--- src/design/ssd_pkg.sv ---
// shared types, widths and step functions of the segment distance pipeline
// no dependencies; used by segment_segment_distance, ssd_div and ssd_isqrt
package ssd_pkg;

	// port and arithmetic widths
	localparam int IN_W       = 16;
	localparam int OUT_W      = 25;
	localparam int COORD_BITS = 16;
	localparam int FRAC_BITS  = 8;
	localparam int LANES      = 4;

	localparam int DIFF_W = COORD_BITS + 1;          // coordinate difference, signed
	localparam int PROD_W = 2 * DIFF_W;              // product of two differences, signed
	localparam int CRS_W  = PROD_W + 1;              // cross or dot product, signed
	localparam int SQ_W   = 2 * COORD_BITS + 1;      // squared length or |cross|, unsigned
	localparam int LO_W   = (SQ_W + 1) / 2;          // low half of |cross| for squaring
	localparam int HI_W   = SQ_W - LO_W;
	localparam int C2_W   = 2 * SQ_W;                // cross squared
	localparam int NUM_W  = C2_W + 2 * FRAC_BITS;    // scaled dividend
	localparam int QW     = SQ_W + 2 * FRAC_BITS;    // scaled squared distance
	localparam int RW     = (QW + 1) / 2;            // root bits
	localparam int OP_W   = 2 * RW;                  // radicand padded to whole digit pairs
	localparam int SR_W   = RW + 2;                  // root remainder
	localparam int LAT    = QW + 2 + RW;             // stages behind the divider inputs

	// per lane differences: segment direction, point to start, point to end
	typedef struct packed {
		logic signed [DIFF_W-1:0] dx;
		logic signed [DIFF_W-1:0] dy;
		logic signed [DIFF_W-1:0] vx;
		logic signed [DIFF_W-1:0] vy;
		logic signed [DIFF_W-1:0] wx;
		logic signed [DIFF_W-1:0] wy;
	} lane_diff_t;

	// per lane products
	typedef struct packed {
		logic signed [PROD_W-1:0] cra;
		logic signed [PROD_W-1:0] crb;
		logic signed [PROD_W-1:0] dxx;
		logic signed [PROD_W-1:0] dyy;
		logic signed [PROD_W-1:0] vxx;
		logic signed [PROD_W-1:0] vyy;
		logic signed [PROD_W-1:0] wxx;
		logic signed [PROD_W-1:0] wyy;
		logic signed [PROD_W-1:0] tdx;
		logic signed [PROD_W-1:0] tdy;
		logic                     box;
	} lane_prod_t;

	// per lane sums
	typedef struct packed {
		logic signed [CRS_W-1:0] crs;
		logic signed [CRS_W-1:0] dot;
		logic [SQ_W-1:0]         len2;
		logic [SQ_W-1:0]         ev;
		logic [SQ_W-1:0]         ew;
		logic                    box;
	} lane_sum_t;

	// per lane distance candidate before squaring the cross product
	typedef struct packed {
		logic [SQ_W-1:0] mag;
		logic [SQ_W-1:0] e2;
		logic [SQ_W-1:0] len2;
		logic            perp;
	} lane_sel_t;

	// per lane partial products of the cross product square
	typedef struct packed {
		logic [2*LO_W-1:0]    pll;
		logic [HI_W+LO_W-1:0] phl;
		logic [2*HI_W-1:0]    phh;
		logic [SQ_W-1:0]      e2;
		logic [SQ_W-1:0]      len2;
		logic                 perp;
	} lane_part_t;

	// control that travels with each transaction
	typedef struct packed {
		logic valid;
		logic touch;
	} ctl_t;

	typedef struct packed {
		logic [SQ_W-1:0] rem;
		logic [QW-1:0]   qn;
	} div_t;

	typedef struct packed {
		logic [SR_W-1:0] rem;
		logic [RW-1:0]   root;
	} sqrt_t;

	// difference of two coordinates taken from the low coordinate bits
	function automatic logic signed [DIFF_W-1:0] sub_c(input logic [IN_W-1:0] a,
			input logic [IN_W-1:0] b);
		logic signed [COORD_BITS-1:0] sa;
		logic signed [COORD_BITS-1:0] sb;
		sa = a[COORD_BITS-1:0];
		sb = b[COORD_BITS-1:0];
		return DIFF_W'(sa) - DIFF_W'(sb);
	endfunction

	// differences for point p against segment a to b
	function automatic lane_diff_t lane_diff(input logic [IN_W-1:0] px, input logic [IN_W-1:0] py,
			input logic [IN_W-1:0] ax, input logic [IN_W-1:0] ay,
			input logic [IN_W-1:0] bx, input logic [IN_W-1:0] by);
		lane_diff_t r;
		r.dx = sub_c(bx, ax);
		r.dy = sub_c(by, ay);
		r.vx = sub_c(px, ax);
		r.vy = sub_c(py, ay);
		r.wx = sub_c(px, bx);
		r.wy = sub_c(py, by);
		return r;
	endfunction

	// one restoring division step, one quotient bit
	function automatic div_t div_step(input logic [SQ_W-1:0] rem, input logic [QW-1:0] qn,
			input logic [SQ_W-1:0] den);
		logic [SQ_W:0] sh;
		logic [SQ_W:0] diff;
		div_t r;
		sh   = {rem, qn[QW-1]};
		diff = sh - {1'b0, den};
		if (sh >= {1'b0, den}) begin
			r.rem = diff[SQ_W-1:0];
			r.qn  = {qn[QW-2:0], 1'b1};
		end else begin
			r.rem = sh[SQ_W-1:0];
			r.qn  = {qn[QW-2:0], 1'b0};
		end
		return r;
	endfunction

	// one digit-by-digit square root step, one root bit per digit pair
	function automatic sqrt_t sqrt_step(input logic [SR_W-1:0] rem, input logic [RW-1:0] root,
			input logic [1:0] pair);
		logic [SR_W+1:0] sh;
		logic [SR_W+1:0] trial;
		logic [SR_W+1:0] diff;
		sqrt_t r;
		sh    = {rem, pair};
		trial = {2'b00, root, 2'b01};
		diff  = sh - trial;
		if (sh >= trial) begin
			r.rem  = diff[SR_W-1:0];
			r.root = {root[RW-2:0], 1'b1};
		end else begin
			r.rem  = sh[SR_W-1:0];
			r.root = {root[RW-2:0], 1'b0};
		end
		return r;
	endfunction

endpackage

--- src/design/ssd_isqrt.sv ---
// pipelined integer square root, one root bit per stage
// depends on ssd_pkg
module ssd_isqrt (
	input  logic                     clk,
	input  logic                     en,
	input  logic [ssd_pkg::OP_W-1:0] op,
	output logic [ssd_pkg::RW-1:0]   root
);

	logic [ssd_pkg::SR_W-1:0] rem_s  [1:ssd_pkg::RW];
	logic [ssd_pkg::RW-1:0]   root_s [1:ssd_pkg::RW];
	logic [ssd_pkg::OP_W-1:0] op_s   [1:ssd_pkg::RW];

	// each stage takes the top digit pair of the remaining radicand
	for (genvar i = 1; i <= ssd_pkg::RW; i++) begin : g_stage
		ssd_pkg::sqrt_t           nxt;
		logic [ssd_pkg::OP_W-1:0] op_p;
		if (i == 1) begin : g_first
			assign op_p = op;
			assign nxt  = ssd_pkg::sqrt_step('0, '0, op[ssd_pkg::OP_W-1 -: 2]);
		end else begin : g_rest
			assign op_p = op_s[i-1];
			assign nxt  = ssd_pkg::sqrt_step(rem_s[i-1], root_s[i-1],
				op_s[i-1][ssd_pkg::OP_W-1 -: 2]);
		end
		always_ff @(posedge clk) begin
			if (en) begin
				rem_s[i]  <= nxt.rem;
				root_s[i] <= nxt.root;
				op_s[i]   <= {op_p[ssd_pkg::OP_W-3:0], 2'b00};
			end
		end
	end

	assign root = root_s[ssd_pkg::RW];

endmodule

--- config.mk ---
export PLATFORM = sky130hd
export DESIGN_NAME = ssd_isqrt
export DESIGN_NICKNAME = d
export VERILOG_FILES = /design/src/design/ssd_pkg.sv /design/src/design/ssd_isqrt.sv
export SDC_FILE = /design/constraint.sdc
export NUM_CORES = 2
export LEC_CHECK = 0
export ABC_AREA = 1
export BUFFER_PORTS_ARGS = -buffer_cell sky130_fd_sc_hd__buf_4
export CORE_MARGIN = 3
export CORE_UTILIZATION = 40
export DETAILED_ROUTE_END_ITERATION = 8
export HOLD_SLACK_MARGIN = 0.08
export PLACE_DENSITY = 0.54
export SYNTH_ARGS = -nofsm -noshare
export SYNTH_HDL_FRONTEND = slang
export SYNTH_SLANG_ARGS = --single-unit
--- constraint.sdc ---
create_clock -name clk -period 1.95 [get_ports clk]
set_clock_uncertainty 0.15 [all_clocks]
set_input_delay 0.39 -clock clk [delete_from_list [all_inputs] [get_ports clk]]
set_output_delay 0.39 -clock clk [all_outputs]
set_load 0.05 [all_outputs]
Word-level counts from Yosys, hierarchy flattened

Memories as Yosys holds them, arrays and structs flattened.
Cells that the tools add are included.

Register bits: 0
Bits in writable memories: 2500
Input port bits: 52
Memories: 3

Add/subtract/negate cells: 25
Magnitude comparators: 25
Multiplexer cells: 27

Memory list:

| name   | words | bits a word | rd ports | clocked after Yosys merged registers in | write ports | RTL line        | RTL |
|---|---|---|---|---|---|---|---|
| op_s   | 25    | 48          | 24       | 0                                       | 25          | ssd_isqrt.sv:12 | `logic [ssd_pkg::OP_W-1:0] op_s [1:ssd_pkg::RW];` |
| rem_s  | 25    | 27          | 24       | 0                                       | 25          | ssd_isqrt.sv:10 | `logic [ssd_pkg::SR_W-1:0] rem_s [1:ssd_pkg::RW];` |
| root_s | 25    | 25          | 25       | 0                                       | 25          | ssd_isqrt.sv:11 | `logic [ssd_pkg::RW-1:0] root_s [1:ssd_pkg::RW];` |

Operators by type and width:

| operator                                                                            | number |
|---|---|
| 52-bit two-way mux                                                                  | 25 |
| 29-bit by 27-bit greater-or-equal comparator with 1-bit output                      | 24 |
| 27-bit subtractor                                                                   | 24 |
| 2-bit by 1-bit subtractor with 3-bit output, second input constant                  | 1 |
| 2-bit by 1-bit greater-or-equal comparator with 1-bit output, second input constant | 1 |
| 1-bit two-way mux                                                                   | 2 |

Depth between registers and ports, before layout

An unclocked memory read counts as a cell.

Word-level depth: 3
Gate-level depth with buffers: 16

Worst setup path after synthesis

No wires, ideal clock.

Kind: register -> register
Start point: register rem_s[0][139] (netlist name)
End point: register rem_s[0][175] (netlist name)
Setup time: 249 ps
Arrival: 1742 ps
Data required time: 1551 ps
Setup slack: -191 ps
Stages on the path, launching flop included: 13
Buffers on the path: 1
Path through: edfxtp_1 ha_1 a21oi_2 nand2_1 inv_2 nand2_1 nor2_1 nand2_1 nor2_4 inv_2 buf_6 nand2_1 inv_1

==> summary.md <==
| Metric | Value |
|---|---|
| Largest family of logic cells by synthesized area | simple AND/OR/NAND/NOR gates |
| Achievable Freq | 419 MHz |
| Switching share of total power | 31.2% |
| Sequential fraction of design power | 39.0% |
| Sequential cell area fraction in the yosys report | 53.9% |
| CTS tree | done |
| Final Max Tran Viols | 0 |
| Yosys warnings | 0 |
| Violation count after the first detailed-routing iteration | 4999 |
| Layout cell share with drive strength beyond 1 | 34.7% |
| Hold violation count in the final report | 0 |
| Total setup violations reported at the end of the flow | 629 |
| Antenna violations before repair | 3 |
| Hold crit path type | in -> reg |
| Count of distinct cell types in the synthesized netlist | 47 |
| Total clock buffers created by CTS | 171 |
| P_int | 76000 uW |
| Failing checks | negative setup slack |
| Most frequent cells in the layout | 3064 x sky130_fd_sc_hd__nand2_1, 2563 x sky130_fd_sc_hd__buf_4, 1629 x sky130_fd_sc_hd__inv_1 |
| Multiplexer area fraction after synthesis | 0% |
| Port buffer count | 76 |
| Pin count of the biggest net entering global routing | 87 |
| Average vias per placed instance | 4.67 |
| Share of power burned in combinational logic | 31.0% |
| Design Power | 110000 uW |
| Final core occ | 58.6% |
| Buffer depth of the longest clock path | 3 |
| Chip Width | 469 um |
| Unrepaired setup endpoints after global routing | yes |
| Global-route wire length before repair | 400000 um |
| Top-level port count | 77 |
| Cell count after synthesis | 9987 |
| Clock Power Share | 30.0% |
| Simple-gate portion of the synthesized area | 26.3% |
| Residual DRC | 0 |
| Crit path launch | rem_s[2][180] |
| H-tree levels | 4 |
| Net switching power of the design | 34400 uW |
| Drt pass-1 iters | 6 |
| Slew of the pin with the lowest slew margin | 533 ps |
| Routed wire per std cell | 16.5 um |
| Adder-cell area share of the yosys netlist | 5.15% |
| Xor and xnor area share after synthesis | 2.49% |
| Global placement routability congestion | 0.944 |
| WL final | 262000 um |
| Effective utilization at floorplan | 40.3% |
| Worst-case setup margin in the final layout | -437 ps |
| Post-synthesis sequential element count | 1536 |
| Element type at the critical path end | flip-flop |
| Arrival time at the worst endpoint | 2810 ps |
| Die area | 220000 um2 |
| Nets@finish | 13300 |
| Status | complete, but fails checks |
| Final period util | 122% |
| Clk sinks | 1536 |
| Num rows | 169 |
| Mean cell area of the mapped netlist | 8.57 um2 |
| Min cycle time layout | 2390 ps |
| Headroom to the max-slew limit | 64.1% |
| Clock transition time at the flip-flop clock pins of the worst setup and hold paths | 60 ps |
| Antenna-violating nets left | 0 |
| Critical Path Source Type | flip-flop |
| Share of flip-flops with an asynchronous set or reset after synthesis | 0% |
| Number of nets produced by synthesis | 10400 |
| Core ar. | 213000 um2 |
| Most common cell after layout, fill and taps aside | sky130_fd_sc_hd__nand2_1 |
| Total placed instance area | 110000 um2 |
| Die outline height | 469 um |
| Total power per unit cell area | 886 nW/um2 |
| Clock insertion delay at the later pin of the skew report | 840 ps |
| Clock root cell | sky130_fd_sc_hd__clkbuf_16 |
| Area of the mapped netlist | 85600 um2 |
| Maximum net fanout on the critical path | 6 |
| Endpoint required time on the critical path | 2370 ps |
| Total number of vias | 74100 |
| Count of max-cap constraint violations | 0 |
| Static leakage | 0.0583 uW |
| Max rail drop VDD | 1.02 mV |
| Reg2reg start | rem_s[2][180] |
| Number of global-route vias before repair | 72900 |
| Area Overhead vs Synth | 45.6% |
| Primary FF master, synth | sky130_fd_sc_hd__edfxtp_1 |
| Detailed Place HPWL | 201000 um |
| Number of synthesized flops with an enable pin | 1536 |
| Compound-cell area share of the yosys netlist | 3.25% |
| Total GRT Usage | 23.2% |
| Congestion Overflow GR | 0 |
| Classification of the worst setup path | reg -> reg |
| Final non-filler cell area | 125000 um2 |
| Hold Crit Start | op[15] |
-- worst max-delay path, cell delays in order, from the launching register on --
cell                        delay (ps)
sky130_fd_sc_hd__edfxtp_1          480
sky130_fd_sc_hd__ha_4              350
sky130_fd_sc_hd__nand2_4            50
sky130_fd_sc_hd__buf_6             110
sky130_fd_sc_hd__nor2_4            120
sky130_fd_sc_hd__buf_6             130
sky130_fd_sc_hd__nand2_4            60
sky130_fd_sc_hd__nor2_4            120
sky130_fd_sc_hd__nand2_4            70
sky130_fd_sc_hd__nand2_8           110
sky130_fd_sc_hd__buf_12            160
sky130_fd_sc_hd__clkinv_16          90
sky130_fd_sc_hd__nand2_2            70
sky130_fd_sc_hd__nand2_2            60
-- registers in the layout (all words and copies together), names as in the netlist --
signal and count:
root_s 325, op_s 600, rem_s 611
-- power by group through the flow --
| stage | sequential (uW) | combinational [uW] | clock (uW) |
|---|---|---|---|
| CTS | 43100 | 31800 | 34200 |
| global placement | 43700 | 29900 | 0 |
| floorplan | 42800 | 15400 | 0 |
| finish | 43100 | 34200 | 33100 |
| global route | 43300 | 37600 | 35500 |
| detailed placement | 43700 | 30100 | 0 |
-- metal layers --
| metal | up-vias | global-route usage (%) | share of wire, % |
|---|---|---|---|
| met2 | 1354 | 39.3 | 48 |
| met1 | 34600 | 31.8 | 46 |
| met5 | - | 0 | 0 |
| met4 | 0 | 6.09 | 2.6 |
| met3 | 378 | 2.45 | 3.6 |
| li1 | 37700 | - | - |
-- final timing paths --
| path | slack [ps] | cells past startpoint | to |
|---|---|---|---|
| worst min-delay path | 150 | 2 | op_s[0][63] |
| worst max-delay path | -440 | 13 | rem_s[2][193] |
| worst min register to register | 240 | 0 | op_s[0][253] |
| worst max register to register | -440 | 13 | rem_s[2][193] |
-- synth_stat cells, types with 27 or more instances --
library cell,n,area [um2]
sky130_fd_sc_hd__a21oi_1,266,1330
sky130_fd_sc_hd__a21oi_2,58,508
sky130_fd_sc_hd__and2_1,32,200
sky130_fd_sc_hd__buf_4,39,293
sky130_fd_sc_hd__buf_6,31,349
sky130_fd_sc_hd__edfxtp_1,1536,46100
sky130_fd_sc_hd__ha_1,352,4400
sky130_fd_sc_hd__inv_1,1820,6830
sky130_fd_sc_hd__nand2_1,3569,13400
sky130_fd_sc_hd__nand3_1,572,2860
sky130_fd_sc_hd__nand3b_1,92,691
sky130_fd_sc_hd__nand4_1,156,976
sky130_fd_sc_hd__nor2_1,783,2940
sky130_fd_sc_hd__nor2_2,49,307
sky130_fd_sc_hd__nor3_1,93,465
sky130_fd_sc_hd__o21ai_0,119,596
sky130_fd_sc_hd__or2_2,27,169
sky130_fd_sc_hd__xnor2_1,55,482
sky130_fd_sc_hd__xor2_1,186,1630
-- repair_timing --
action / 4_1_cts / 5_1_grt
gates cloned: 11 / 22
gates resized for setup: 488 / 773
pin swaps: 117 / 290
endpoints found under the setup margin: 656 / 657
hold endpoints to repair: 479 / 0
hold buffers: 90 / 0
setup buffers: 127 / 194
-- stage by stage --
stage          TNS (ps)  hold slack [ps]  std cells  setup slack (ps)
6_report        -175830              150      15900              -437
5_1_grt         -245660              113      15900              -518
4_1_cts         -180650             84.7      15600              -430
3_5_place_dp    -216950              255      15100              -641
3_3_place_gp    -215030              251      15100              -648
2_1_floorplan    -25960              250       9987              -142
-- area by class of cell --
class | instances | area, um2
multi-input cells | 6522 | 39200
repair buffers | 2794 | 22600
diodes | 1 | 2.50
inverters | 1848 | 7110
flip-flops and latches | 1536 | 46100
well taps | 2821 | 3530
repair inverters | 14 | 168
clock buffers | 201 | 4390
fillers | 18700 | 87900
clock inverters | 114 | 1450
-- logic make-up (layout without fill, tap and decap cells) --
kind of cell | Yosys count | after routing
AOI/OAI and AO/OA | 493 | 493
and+or+nand+nor | 5431 | 5434
xor gates and xnor gates | 242 | 242
DFF | 1536 | 1536
adders and majority gates | 352 | 352
other | 1 | 2
buffers and inverters | 1932 | 4971
No activity file was read; power rests on OpenSTA's default activity.
